**config.mk**
```make
export PLATFORM = sky130hd
export DESIGN_NAME = hilbert_curve_walker
export DESIGN_NICKNAME = d
export VERILOG_FILES = /design/src/hcw_pkg.sv /design/src/hcw_ram.sv /design/src/hilbert_curve_walker.sv
export SDC_FILE = /design/constraint.sdc
export NUM_CORES = 1
export LEC_CHECK = 0
export CELL_PAD_IN_SITES_DETAIL_PLACEMENT = 1
export CELL_PAD_IN_SITES_GLOBAL_PLACEMENT = 1
export CORE_ASPECT_RATIO = 1.2
export CORE_MARGIN = 2
export CORE_UTILIZATION = 45
export CTS_BUF_LIST = sky130_fd_sc_hd__clkbuf_16
export DETAILED_ROUTE_END_ITERATION = 12
export DONT_BUFFER_PORTS = 1
export PLACE_DENSITY = 0.87
export SYNTH_ARGS = -nofsm -noshare
export SYNTH_HDL_FRONTEND = slang
export SYNTH_SLANG_ARGS = --single-unit
```
**constraint.sdc**
```tcl
create_clock -name clock -period 5.7 [get_ports clock]
set_clock_uncertainty 0.2 [all_clocks]
set_input_delay 0.285 -clock clock [delete_from_list [all_inputs] [get_ports clock]]
set_output_delay 0.285 -clock clock [all_outputs]
set_load 0.01 [all_outputs]
```
**src/hcw_pkg.sv**
```systemverilog
package hcw_pkg;

   typedef enum logic [1:0] {
      ST_IDLE,
      ST_STEP,
      ST_POP
   } state_type;

   typedef struct packed {
      logic [1:0] kind;
      logic [2:0] phase;
   } frame_type;

   localparam logic [1:0] REG_CURVE_ORDER = 2'd0;
   localparam logic [1:0] REG_STEP_SIZE   = 2'd1;
   localparam logic [1:0] REG_START_X     = 2'd2;
   localparam logic [1:0] REG_START_Y     = 2'd3;

   localparam logic [1:0] KIND_A = 2'd0;
   localparam logic [1:0] KIND_B = 2'd1;
   localparam logic [1:0] KIND_C = 2'd2;
   localparam logic [1:0] KIND_D = 2'd3;

   localparam logic [2:0] PHASE_FIRST  = 3'd0;
   localparam logic [2:0] PHASE_MOVE2  = 3'd3;
   localparam logic [2:0] PHASE_MOVE3  = 3'd5;
   localparam logic [2:0] PHASE_SECOND = 3'd6;
   localparam logic [2:0] PHASE_DONE   = 3'd7;

   function automatic logic kind_xmajor(input logic [1:0] kind);
      logic r;
      unique case (kind)
         KIND_A:  r = 1'b1;
         KIND_B:  r = 1'b0;
         KIND_C:  r = 1'b1;
         KIND_D:  r = 1'b0;
         default: r = 1'b0;
      endcase
      return r;
   endfunction

   function automatic logic kind_neg(input logic [1:0] kind);
      logic r;
      unique case (kind)
         KIND_A:  r = 1'b0;
         KIND_B:  r = 1'b1;
         KIND_C:  r = 1'b1;
         KIND_D:  r = 1'b0;
         default: r = 1'b0;
      endcase
      return r;
   endfunction

   function automatic logic [1:0] kind_first(input logic [1:0] kind);
      logic [1:0] r;
      unique case (kind)
         KIND_A:  r = KIND_D;
         KIND_B:  r = KIND_C;
         KIND_C:  r = KIND_B;
         KIND_D:  r = KIND_A;
         default: r = KIND_A;
      endcase
      return r;
   endfunction

   function automatic logic [1:0] kind_second(input logic [1:0] kind);
      logic [1:0] r;
      unique case (kind)
         KIND_A:  r = KIND_B;
         KIND_B:  r = KIND_A;
         KIND_C:  r = KIND_D;
         KIND_D:  r = KIND_C;
         default: r = KIND_A;
      endcase
      return r;
   endfunction

endpackage

```
**src/hcw_ram.sv**
```systemverilog
module hcw_ram #(
   parameter int WIDTH = 5,
   parameter int DEPTH = 8
) (
   input  logic                                       clock,
   input  logic                                       wr_en,
   input  logic [((DEPTH > 1) ? $clog2(DEPTH) : 1)-1:0] wr_addr,
   input  logic [WIDTH-1:0]                           wr_data,
   input  logic [((DEPTH > 1) ? $clog2(DEPTH) : 1)-1:0] rd_addr,
   output logic [WIDTH-1:0]                           rd_data
);

   logic [WIDTH-1:0] mem_ff [DEPTH];
   logic [WIDTH-1:0] rd_data_ff;

   always_ff @(posedge clock) begin
      if (wr_en) begin
         mem_ff[wr_addr] <= wr_data;
      end
      rd_data_ff <= mem_ff[rd_addr];
   end

   assign rd_data = rd_data_ff;

endmodule

```
**src/hilbert_curve_walker.sv**
```systemverilog
// Hilbert curve walker. A request with restart set loads start_x/start_y, begins a curve of
// curve_order levels (capped at MAX_ORDER) and gives no response. A request with restart
// clear yields the next move: the new position (wrapping at COORD_BITS), whether x equals y
// there, a saturating count of such points kept until reset, and a mark on the final move;
// it gives no response when no curve is being walked. The curve's frames live on a stack in
// a small RAM with the top frame held in registers. After a request is taken, the top frame
// is worked in ST_STEP: a descent pushes it to the RAM, a phase step advances it, and an
// unwind passes through ST_POP for the RAM read of the parent frame. Every move follows at
// least one call step, and a waiting response holds the move. One request is worked on at a
// time; the next request is taken while a response still waits in the output register.
module hilbert_curve_walker #(
   parameter int MAX_ORDER  = 8,
   parameter int COORD_BITS = 16
) (
   input  logic               clock,
   input  logic               reset,

   input  logic               req_valid,
   output logic               req_stall,
   input  logic               req_restart,

   output logic               rsp_valid,
   input  logic               rsp_stall,
   output logic signed [15:0] rsp_pos_x,
   output logic signed [15:0] rsp_pos_y,
   output logic               rsp_on_diagonal,
   output logic [15:0]        rsp_diagonal_count,
   output logic               rsp_last_move,

   input  logic               csr_psel,
   input  logic               csr_penable,
   input  logic               csr_pwrite,
   input  logic [3:0]         csr_paddr,
   input  logic [31:0]        csr_pwdata,
   output logic [31:0]        csr_prdata,
   output logic               csr_pready
);

   import hcw_pkg::*;

   localparam int AW         = (MAX_ORDER > 1) ? $clog2(MAX_ORDER) : 1;
   localparam int LOOP_BOUND = 4 * MAX_ORDER + 8;
   localparam int IT_W       = $clog2(LOOP_BOUND + 1);

   // configuration registers
   logic [3:0]        curve_order_ff;
   logic [8:0]        step_size_ff;
   logic signed [15:0] start_x_ff;
   logic signed [15:0] start_y_ff;
   logic              csr_write;

   // walker state
   state_type            state_ff, state_in;
   frame_type            frame_ff, frame_in;
   logic [AW-1:0]        top_ff, top_in;
   logic [COORD_BITS-1:0] cur_x_ff, cur_x_in;
   logic [COORD_BITS-1:0] cur_y_ff, cur_y_in;
   logic [15:0]          diag_ff, diag_in;
   logic                 walking_ff, walking_in;
   logic [IT_W-1:0]      iter_ff, iter_in;
   logic [MAX_ORDER-1:0] ph6_ff, ph6_in;

   // response register
   logic                 rsp_valid_ff, rsp_valid_in;
   logic [15:0]          rsp_x_ff, rsp_x_in;
   logic [15:0]          rsp_y_ff, rsp_y_in;
   logic                 rsp_diag_ff, rsp_diag_in;
   logic [15:0]          rsp_count_ff, rsp_count_in;
   logic                 rsp_last_ff, rsp_last_in;

   // frame stack memory
   logic                 mem_we;
   logic [AW-1:0]        mem_waddr;
   frame_type            mem_wdata;
   logic [AW-1:0]        mem_raddr;
   frame_type            mem_rdata;

   // decode
   logic                 req_take;
   logic [3:0]           order_eff;
   logic [4:0]           ord5;
   logic [4:0]           top5;
   logic                 pop_cond;
   logic                 leaf_cond;
   logic                 is_move;
   logic                 out_free;
   logic                 iter_end;
   logic                 all_below6;
   logic [MAX_ORDER-1:0] below;
   logic                 on_x;
   logic                 sub;
   logic [31:0]          amt32;
   logic [COORD_BITS-1:0] amt;
   logic [COORD_BITS-1:0] sel_c;
   logic [COORD_BITS-1:0] new_c;
   logic [COORD_BITS-1:0] new_x;
   logic [COORD_BITS-1:0] new_y;
   logic [31:0]          x32;
   logic [31:0]          y32;
   logic signed [31:0]   sx32;
   logic signed [31:0]   sy32;
   logic                 diag_hit;
   logic                 last_hit;
   logic [1:0]           child;

   hcw_ram #(
      .WIDTH($bits(frame_type)),
      .DEPTH(MAX_ORDER)
   ) u_stack (
      .clock  (clock),
      .wr_en  (mem_we),
      .wr_addr(mem_waddr),
      .wr_data(mem_wdata),
      .rd_addr(mem_raddr),
      .rd_data(mem_rdata)
   );

   // configuration port
   assign csr_pready = 1'b1;
   assign csr_write  = csr_psel && csr_penable && csr_pwrite && csr_pready;

   always_ff @(posedge clock) begin
      if (reset) begin
         curve_order_ff <= 4'd3;
         step_size_ff   <= 9'd1;
         start_x_ff     <= '0;
         start_y_ff     <= '0;
      end else if (csr_write) begin
         unique case (csr_paddr[3:2])
            REG_CURVE_ORDER: curve_order_ff <= csr_pwdata[3:0];
            REG_STEP_SIZE:   step_size_ff   <= csr_pwdata[8:0];
            REG_START_X:     start_x_ff     <= csr_pwdata[15:0];
            REG_START_Y:     start_y_ff     <= csr_pwdata[15:0];
            default: ;
         endcase
      end
   end

   always_comb begin
      unique case (csr_paddr[3:2])
         REG_CURVE_ORDER: csr_prdata = 32'(curve_order_ff);
         REG_STEP_SIZE:   csr_prdata = 32'(step_size_ff);
         REG_START_X:     csr_prdata = 32'(unsigned'(start_x_ff));
         REG_START_Y:     csr_prdata = 32'(unsigned'(start_y_ff));
         default:         csr_prdata = '0;
      endcase
   end

   // decode of the top frame
   assign req_stall = (state_ff != ST_IDLE);
   assign req_take  = req_valid && !req_stall;
   assign order_eff = (curve_order_ff > 4'(MAX_ORDER)) ? 4'(MAX_ORDER) : curve_order_ff;
   assign ord5      = 5'(order_eff);
   assign top5      = 5'(top_ff);
   assign pop_cond  = (ord5 <= top5) || (frame_ff.phase == PHASE_DONE);
   assign leaf_cond = (ord5 <= top5 + 5'd1) || (top5 + 5'd1 >= 5'(MAX_ORDER));
   assign is_move   = frame_ff.phase[0];
   assign out_free  = !rsp_valid_ff || !rsp_stall;
   assign iter_end  = (iter_ff >= IT_W'(LOOP_BOUND));

   always_comb begin
      for (int k = 0; k < MAX_ORDER; k++) begin
         below[k] = (k < int'(top_ff));
      end
   end
   assign all_below6 = &(ph6_ff | ~below);

   always_comb begin
      if (frame_ff.phase == PHASE_FIRST) begin
         child = kind_first(frame_ff.kind);
      end else if (frame_ff.phase == PHASE_SECOND) begin
         child = kind_second(frame_ff.kind);
      end else begin
         child = frame_ff.kind;
      end
   end

   // move arithmetic
   assign on_x  = (frame_ff.phase == PHASE_MOVE2) ? !kind_xmajor(frame_ff.kind)
                                                  : kind_xmajor(frame_ff.kind);
   assign sub   = (frame_ff.phase != PHASE_MOVE3) ^ kind_neg(frame_ff.kind);
   assign amt32 = 32'(step_size_ff);
   assign amt   = amt32[COORD_BITS-1:0];
   assign sel_c = on_x ? cur_x_ff : cur_y_ff;
   assign new_c = sub ? (sel_c - amt) : (sel_c + amt);
   assign new_x = on_x ? new_c : cur_x_ff;
   assign new_y = on_x ? cur_y_ff : new_c;
   assign x32   = 32'(new_x);
   assign y32   = 32'(new_y);
   assign sx32  = 32'(start_x_ff);
   assign sy32  = 32'(start_y_ff);
   assign diag_hit = (new_x == new_y);
   assign last_hit = (frame_ff.phase == PHASE_MOVE3) && (ord5 == top5 + 5'd1) && all_below6;

   // next state
   always_comb begin
      state_in = state_ff;
      unique case (state_ff)
         ST_IDLE: begin
            if (req_take && !req_restart && walking_ff) begin
               state_in = ST_STEP;
            end
         end
         ST_STEP: begin
            priority if (iter_end) begin
               state_in = ST_IDLE;
            end else if (pop_cond) begin
               state_in = (top_ff == '0) ? ST_IDLE : ST_POP;
            end else if (is_move) begin
               if (out_free) begin
                  state_in = ST_IDLE;
               end
            end else begin
               state_in = ST_STEP;
            end
         end
         ST_POP: begin
            state_in = ST_STEP;
         end
         default: state_in = ST_IDLE;
      endcase
   end

   // datapath and outputs
   always_comb begin
      frame_in     = frame_ff;
      top_in       = top_ff;
      cur_x_in     = cur_x_ff;
      cur_y_in     = cur_y_ff;
      diag_in      = diag_ff;
      walking_in   = walking_ff;
      iter_in      = iter_ff;
      ph6_in       = ph6_ff;
      mem_we       = 1'b0;
      mem_waddr    = top_ff;
      mem_wdata    = frame_ff;
      mem_raddr    = top_ff - AW'(1);
      rsp_valid_in = rsp_valid_ff && rsp_stall;
      rsp_x_in     = rsp_x_ff;
      rsp_y_in     = rsp_y_ff;
      rsp_diag_in  = rsp_diag_ff;
      rsp_count_in = rsp_count_ff;
      rsp_last_in  = rsp_last_ff;
      unique case (state_ff)
         ST_IDLE: begin
            iter_in = '0;
            if (req_take && req_restart) begin
               cur_x_in   = sx32[COORD_BITS-1:0];
               cur_y_in   = sy32[COORD_BITS-1:0];
               top_in     = '0;
               frame_in   = '{kind: KIND_A, phase: PHASE_FIRST};
               walking_in = (order_eff != 4'd0);
            end
         end
         ST_STEP: begin
            priority if (iter_end) begin
               walking_in = 1'b0;
            end else if (pop_cond) begin
               iter_in = iter_ff + IT_W'(1);
               if (top_ff == '0) begin
                  walking_in = 1'b0;
               end
            end else if (is_move) begin
               if (out_free) begin
                  cur_x_in       = new_x;
                  cur_y_in       = new_y;
                  frame_in.phase = frame_ff.phase + 3'd1;
                  if (diag_hit && diag_ff != 16'hFFFF) begin
                     diag_in = diag_ff + 16'd1;
                  end
                  if (last_hit) begin
                     walking_in = 1'b0;
                  end
                  rsp_valid_in = 1'b1;
                  rsp_x_in     = x32[15:0];
                  rsp_y_in     = y32[15:0];
                  rsp_diag_in  = diag_hit;
                  rsp_count_in = (diag_hit && diag_ff != 16'hFFFF) ? diag_ff + 16'd1 : diag_ff;
                  rsp_last_in  = last_hit;
               end
            end else begin
               iter_in = iter_ff + IT_W'(1);
               if (leaf_cond) begin
                  frame_in.phase = frame_ff.phase + 3'd1;
               end else begin
                  mem_we         = 1'b1;
                  ph6_in[top_ff] = (frame_ff.phase == PHASE_SECOND);
                  top_in         = top_ff + AW'(1);
                  frame_in       = '{kind: child, phase: PHASE_FIRST};
               end
            end
         end
         ST_POP: begin
            top_in   = top_ff - AW'(1);
            frame_in = '{kind: mem_rdata.kind, phase: mem_rdata.phase + 3'd1};
         end
         default: ;
      endcase
   end

   always_ff @(posedge clock) begin
      if (reset) begin
         state_ff     <= ST_IDLE;
         frame_ff     <= '0;
         top_ff       <= '0;
         cur_x_ff     <= '0;
         cur_y_ff     <= '0;
         diag_ff      <= '0;
         walking_ff   <= 1'b0;
         iter_ff      <= '0;
         ph6_ff       <= '0;
         rsp_valid_ff <= 1'b0;
      end else begin
         state_ff     <= state_in;
         frame_ff     <= frame_in;
         top_ff       <= top_in;
         cur_x_ff     <= cur_x_in;
         cur_y_ff     <= cur_y_in;
         diag_ff      <= diag_in;
         walking_ff   <= walking_in;
         iter_ff      <= iter_in;
         ph6_ff       <= ph6_in;
         rsp_valid_ff <= rsp_valid_in;
      end
   end

   always_ff @(posedge clock) begin
      rsp_x_ff     <= rsp_x_in;
      rsp_y_ff     <= rsp_y_in;
      rsp_diag_ff  <= rsp_diag_in;
      rsp_count_ff <= rsp_count_in;
      rsp_last_ff  <= rsp_last_in;
   end

   assign rsp_valid          = rsp_valid_ff;
   assign rsp_pos_x          = rsp_x_ff;
   assign rsp_pos_y          = rsp_y_ff;
   assign rsp_on_diagonal    = rsp_diag_ff;
   assign rsp_diagonal_count = rsp_count_ff;
   assign rsp_last_move      = rsp_last_ff;

   a_top_in_range: assert property (@(posedge clock) disable iff (reset)
      32'(top_ff) < MAX_ORDER)
      else $error("stack level beyond depth");

   a_pop_not_root: assert property (@(posedge clock) disable iff (reset)
      state_ff == ST_POP |-> top_ff != '0)
      else $error("unwind from root frame");

   a_rsp_from_step: assert property (@(posedge clock) disable iff (reset)
      $rose(rsp_valid_ff) |-> $past(state_ff) == ST_STEP)
      else $error("response without a move");

   a_last_stops: assert property (@(posedge clock) disable iff (reset)
      $rose(rsp_valid_ff) && rsp_last_ff |-> !walking_ff)
      else $error("walker still active after final move");

endmodule

```
Word level (Yosys, flattened, before mapping). Memory sizes are Yosys's and may differ from the RTL's. A register that Yosys moved wholly into a read port is not among the register bits. Index checks and enable logic that the tools add are counted.

Bits in writable memories: 40. Input port bits: 44. Flip-flop bits (word level): 169. Memories kept: 1.

Bitwise operators: 7. Add/subtract/negate cells: 9. Reductions and logical operators: 47. Magnitude comparators: 14. Eq/ne operators: 32. Multiplexer cells: 75.

Memories: u_stack.mem_ff (depth 8, bits a word 5, read ports 1, clocked after memory_dff 1, wr ports 1, RTL line hcw_ram.sv:13) `logic [WIDTH-1:0] mem_ff [DEPTH];`.

Operators by type and width (count): two-way mux 16 bit (15); one-hot mux 32 bit (4 select lines) (1); one-hot mux 16 bit (2 select lines) (2); two-way mux 3 bit (8); two-way mux 1 bit (21); two-way mux 2 bit (10); two-way mux 6 bit (3); AND reduction 6 bit (3); adder 16 x 1 -> 16 bit, second input constant (1); adder 16 x 9 -> 16 bit (1); equality test 16 bit (1); inequality test 16 bit, second input constant (1); inequality test 2 bit, second input constant (8); inequality test 4 bit, second input constant (4); one-hot mux 2 bit (4 select lines) (2); subtractor 16 x 9 -> 16 bit (1); two-way mux 5 bit (3); one-hot mux 5 bit (3 select lines) (1); AND reduction 5 bit (3); inequality test 3 bit, second input constant (4); one-hot mux 6 bit (2 select lines) (1); logical AND 1 bit (11); equality test 2 bit, second input constant (5); AND reduction 2 bit (5); other kinds (41) (69).

Depth between registers and ports, before layout.
Word-level depth: 14. Mapped depth: 24. Mapped depth without buffers: 16.

Modules after synthesis. Synthesis repeated with hierarchy kept, for this count alone.

Cells, all modules: 1297. Area, all modules: 12012.8 um^2.

Modules (own cells, without submodules): hilbert_curve_walker (cells each 1222, area each 10318.6 um^2, sequential area each 3863.7 um^2, instances 1); hcw_ram (cells each 75, area each 1694.1 um^2, sequential area each 1301.2 um^2, instances 1).

Least setup slack after synthesis. No wires, ideal clock.

Path type: register to register. Start: register frame_ff[0] (netlist name). End: register rsp_count_ff[1] (netlist: rsp_diagonal_count[1]) (data pin). Required time: 5238 ps. Arrival: 5679 ps. Stages on the path, launching flop included: 24. Period minus slack after synthesis: 6141 ps. Path slack: -441 ps. Cell sequence: dfxtp_1 -> ha_1 -> ha_1 -> o21a_1 -> nor2_4 -> buf_2 -> clkbuf_1 -> buf_1 -> buf_1 -> nand2_1 -> nand2_1 -> ha_1 -> buf_2 -> a21oi_1 -> o21ai_1 -> a21o_1 -> a2111oi_0 -> o31ai_1 -> a2111o_1 -> or4_1 -> buf_2 -> clkbuf_1 -> nor2_1 -> mux2_1.

Cells in the longest elaborated chain, start to end: 9.

Ends and longest elaborated chain: start: declaration (RTL line hilbert_curve_walker.sv:54) `frame_type frame_ff, frame_in;`; start signal: assignment (RTL line hilbert_curve_walker.sv:315) `frame_ff <= frame_in;`; equality test 3 x 2 -> 1 bit (RTL line hilbert_curve_walker.sv:179) `assign on_x = (frame_ff.phase == PHASE_MOVE2) ? !kind_xmajor(frame_ff.kind)`; two-way mux 1 bit (RTL line hilbert_curve_walker.sv:179); two-way mux 16 bit (RTL line hilbert_curve_walker.sv:184) `assign sel_c = on_x ? cur_x_ff : cur_y_ff;`; adder 16 x 9 -> 16 bit or subtractor 16 x 9 -> 16 bit (tied branches) (RTL line hilbert_curve_walker.sv:185) `assign new_c = sub ? (sel_c - amt) : (sel_c + amt);`; two-way mux 16 bit (RTL line hilbert_curve_walker.sv:185); two-way mux 16 bit (on tied branches) (RTL line hilbert_curve_walker.sv:186, hilbert_curve_walker.sv:187); equality test 16 bit (*) (RTL line hilbert_curve_walker.sv:192) `assign diag_hit = (new_x == new_y);`; logical AND 1 bit (*) (RTL line hilbert_curve_walker.sv:278) `rsp_count_in = (diag_hit && diag_ff != 16'hFFFF) ? diag_ff + 16'd1 : diag_ff;`; two-way mux 16 bit (*); end signal: assignment (RTL line hilbert_curve_walker.sv:331) `rsp_count_ff <= rsp_count_in;`; end: declaration (RTL line hilbert_curve_walker.sv:68) `logic [15:0] rsp_count_ff, rsp_count_in;`.

Mark *: on every way between the ends. The rest lies on a longest branch, timed or not. A chain may end at the register's enable or synchronous reset.

Worst setup path in the final report.
Start: register frame_ff[0] (netlist name). End: register diag_ff[6].

Cells in the longest elaborated chain, start to end: 9.

Ends and longest elaborated chain: equality test 3 x 2 -> 1 bit (RTL line hilbert_curve_walker.sv:179); two-way mux 1 bit (RTL line hilbert_curve_walker.sv:179); two-way mux 16 bit (RTL line hilbert_curve_walker.sv:184); adder 16 x 9 -> 16 bit or subtractor 16 x 9 -> 16 bit (tied branches) (RTL line hilbert_curve_walker.sv:185); two-way mux 16 bit (RTL line hilbert_curve_walker.sv:185); two-way mux 16 bit (on tied branches) (RTL line hilbert_curve_walker.sv:186, hilbert_curve_walker.sv:187); equality test 16 bit (RTL line hilbert_curve_walker.sv:192); logical AND 1 bit (RTL line hilbert_curve_walker.sv:268) `if (diag_hit && diag_ff != 16'hFFFF) begin`; two-way mux 16 bit; end signal: assignment (RTL line hilbert_curve_walker.sv:319) `diag_ff <= diag_in;`; end: declaration (RTL line hilbert_curve_walker.sv:58) `logic [15:0] diag_ff, diag_in;`.

Parallel ways exist; a longest one is shown, timed or not.

==> impl_metrics.toml <==
[clocking]
cts.sinks = 213
clock_latency_ns = 0.55
htree_levels = 1
cts_tree = "built"
clk_path_buf_depth = 3
clk_pin_slew_ns = 0.06
root_buffer = "clkbuf_16"
cts_made_buffers = 24

[power_and_ir_drop]
irDropWorstVdd_v = 0.0002213
p_per_area_mw_per_mm2 = 308.8
seqPwrFrac_pct = 40.7
p_sw_mw = 1.294
clkPwrFrac_pct = 35.7
p_total_mw = 4.103
sw_frac_of_total_pct = 31.54
pwr-share-comb_pct = 23.6
p_leak_nw = 4.892
intPower_mw = 2.809

[worst_setup_path]
crit_arrival_ns = 5.78
timing.rr.start = "frame_ff[0]$_SDFFE_PP0P_"
cpPeakStageDelay_ns = 0.56
cpMaxStageDelayCell = "or4_4"
crit_fanout = 43
crit_type = "reg2reg"
endpoint_kind = "flip-flop"
cp.required_ns = 5.95
crit_chain = "ha_1, ha_2, o21a_1, buf_4, nor2_4, mux2i_1, ha_1, fa_1, nand2b_1, a21oi_1, xor2_1, a21oi_1, or4_1, or4_1, or4_4, buf_12, or4_1, a21oi_1"
cp-start-kind = "flip-flop"
crit_start = "frame_ff[0]$_SDFFE_PP0P_"

[layout]
final_cell_mix = "nand2_1, dfxtp_1, a21oi_1"
diodes = 0
area_growth_pct = 13.49
final_common_cell = "nand2_1"
final_layout_size_suffix_gt1_share_pct = 10.85
final_cells = 1666
nets = 1407

[global_routing]
grt-ovfl-total = 0
grt_usage_pct = 26.42
grt_first_pass_wirelength_mm = 57.03
antenna_found_initial = 0
grt_pass1_vias = 10472
grt_max_degree = 121

[timing]
slew_headroom_pct = 21.76
setup-violations-final = 0
hold_violations = 0
tightest_slew_ns = 1.174
slew_violations = 0
period_share_pct = 97.05
fin_crit_ns = 5.532
fmax_mhz = 180.8

[logic_synthesis]
postSynthAreaPerCell_um2 = 9.105
ys_types = 75
ys.flop_type = "dfxtp_1"
netlist_area_mm2 = 0.01171
synth-edff-count = 90
synth_top_family_by_area = "simple AND/OR/NAND/NOR gates"
muxShareOfSynthArea_pct = 8.015
yosysWarnings = 0
synth_xor_area_share_pct = 4.232
synth_fa_ha_area_share_pct = 4.873
synthSimpleGateAreaFrac_pct = 19.87
yosysSeqAreaShare_pct = 44.11
ys_ff_latch = 213
synth_compound_area_share_pct = 14.31
async_reset_ff_share_pct = 0
syn_inst = 1286

[floorplan]
initial_utilization_pct = 45.84
fp.dieH_um = 180.7
ios = 129
dieArea_mm2 = 0.02733
die-width_um = 151.3
std_cell_rows = 64
core_area_mm2 = 0.02554

[job]
max-cap-violations = 0

[placement]
routabilityCongestion = 0.9241
port-buffer-count = 0
dp_hpwl_mm = 25.44
placedCellCount = 1596

[detailed_routing]
drc_errors = 0
drt_iter0_drc = 376
vias = 9841
routed_wirelength_mm = 35.90
firstDrtPassIters = 5
postRouteAntennaNets = 0
viasPerCell = 5.907
wl_per_cell_um = 21.55

[run_status]
status = "finished clean"

[hold_path]
worstHoldPathType = "in2reg"
hp-start = "req_restart"
[flip-flops by register name, indices dropped and copies added, names as in the netlist]
register            cells
rsp_last_move           1
rsp_on_diagonal         1
rsp_diagonal_count     16
cur_x_ff               16
start_y_ff             16
curve_order_ff          4
step_size_ff            9
u_stack.mem_ff         40
walking_ff              1
ph6_ff                  7
frame_ff                5
diag_ff                16
u_stack.rd_data         5
rsp_pos_y              16
state_ff                2
iter_ff                 6
rsp_pos_x              16
start_x_ff             16
rsp_valid               1
mem_waddr               3
cur_y_ff               16
[worst paths after layout]
kind	end	slack, ns	depth (start not counted)
hold / removal	frame_ff[2]$_SDFFE_PP0P_	0.02	5
hold reg to reg	cur_y_ff[4]$_SDFFE_PP0P_	0.27	2
setup reg to reg	diag_ff[6]$_SDFFE_PP0P_	0.17	18
setup / recovery	diag_ff[6]$_SDFFE_PP0P_	0.17	18
[power groups by stage]
stage | clock, mW | sequential (mW) | combinational, mW
after floorplan | 0 | 1.69 | 0.622
after global placement | 0 | 1.70 | 0.870
after detailed placement | 0 | 1.70 | 0.890
after CTS | 1.49 | 1.67 | 0.935
after global routing | 1.55 | 1.67 | 1.05
final | 1.47 | 1.67 | 0.968
[critical path, delay by kind of cell, from the launching register on]
kind	cells	cell delay [ns]
buffers and inverters	2	0.35
adder cells (fa/ha/maj)	4	1.08
AND/OR/NAND/NOR	6	2.51
AO/OA/AOI/OAI	4	0.55
flip-flops	1	0.35
multiplexers	1	0.11
XOR/XNOR	1	0.28
[cell type report]
| cell class | instances | area [µm²] |
|---|---|---|
| Clock inverter | 20 | 147.6 |
| Tap cell | 330 | 412.9 |
| Fill cell | 2911 | 12260 |
| Sequential cell | 213 | 5171 |
| Timing Repair Buffer | 73 | 660.6 |
| Inverter | 31 | 116.4 |
| Multi-Input combinational cell | 975 | 6178 |
| Clock buffer | 24 | 600.6 |
[per-stage QoR]
step | worst slack (ns) | setup TNS, ns | util, % | cell area, µm² | hold slack (ns)
finish | 0.1682 | 0 | 52.02 | 13290 | 0.02423
global route | -0.01604 | -0.01604 | 52.02 | 13290 | 0.05325
floorplan | 0.01738 | 0 | - | 11800 | 0.2028
global placement | 0.2072 | 0 | 47.64 | 12170 | 0.1833
detailed placement | 0.01303 | 0 | 47.64 | 12170 | 0.1869
CTS | 0.04475 | 0 | 51.64 | 13190 | 0.005812
[Yosys cell counts, drive strengths merged (15+ instances only)]
| master | count | area share [%] |
|---|---|---|
| nand3 | 26 | 1.1 |
| or4 | 20 | 1.3 |
| nor3 | 22 | 1.1 |
| dfxtp | 123 | 21 |
| mux2 | 18 | 1.7 |
| clkbuf | 52 | 1.7 |
| buf | 35 | 1.9 |
| a21o | 15 | 0.96 |
| mux2i | 42 | 3.6 |
| ha | 44 | 4.7 |
| nor2 | 119 | 3.9 |
| inv | 30 | 0.96 |
| a21oi | 121 | 5.2 |
| xnor2 | 29 | 2.2 |
| o21ai | 41 | 1.8 |
| edfxtp | 90 | 23 |
| xor2 | 25 | 1.9 |
| nor2b | 17 | 0.91 |
| nand2 | 231 | 7.4 |
[per-layer routing]
layer / vias up / track usage (%) / share of wire (%)
met2: 270 / 46.84 / 51
met1: 4879 / 31.57 / 40
li1: 4601 / - / -
met4: 0 / 12.15 / 4.7
met3: 91 / 3.081 / 4.2
met5: - / 0 / 0
[timing repair]
action / 4_1_cts / 5_1_grt
gates resized for setup: 1 / 21
pin swaps: 0 / 4
buffers inserted: 0 / 1
endpoints found under the hold margin: 118 / 0
endpoints found under the setup margin: 3 / 30
hold buffers: 25 / 0
[kinds of logic after synthesis]
logic type               count (synthesis)
AND/OR/NAND/NOR                        509
AO/OA/AOI/OAI                          270
flip-flops                             213
buffers and inverters                  118
multiplexers                            74
XOR/XNOR                                55
adder cells (fa/ha/maj)                 45
other                                    2
Power figures use the tool's default switching activity.
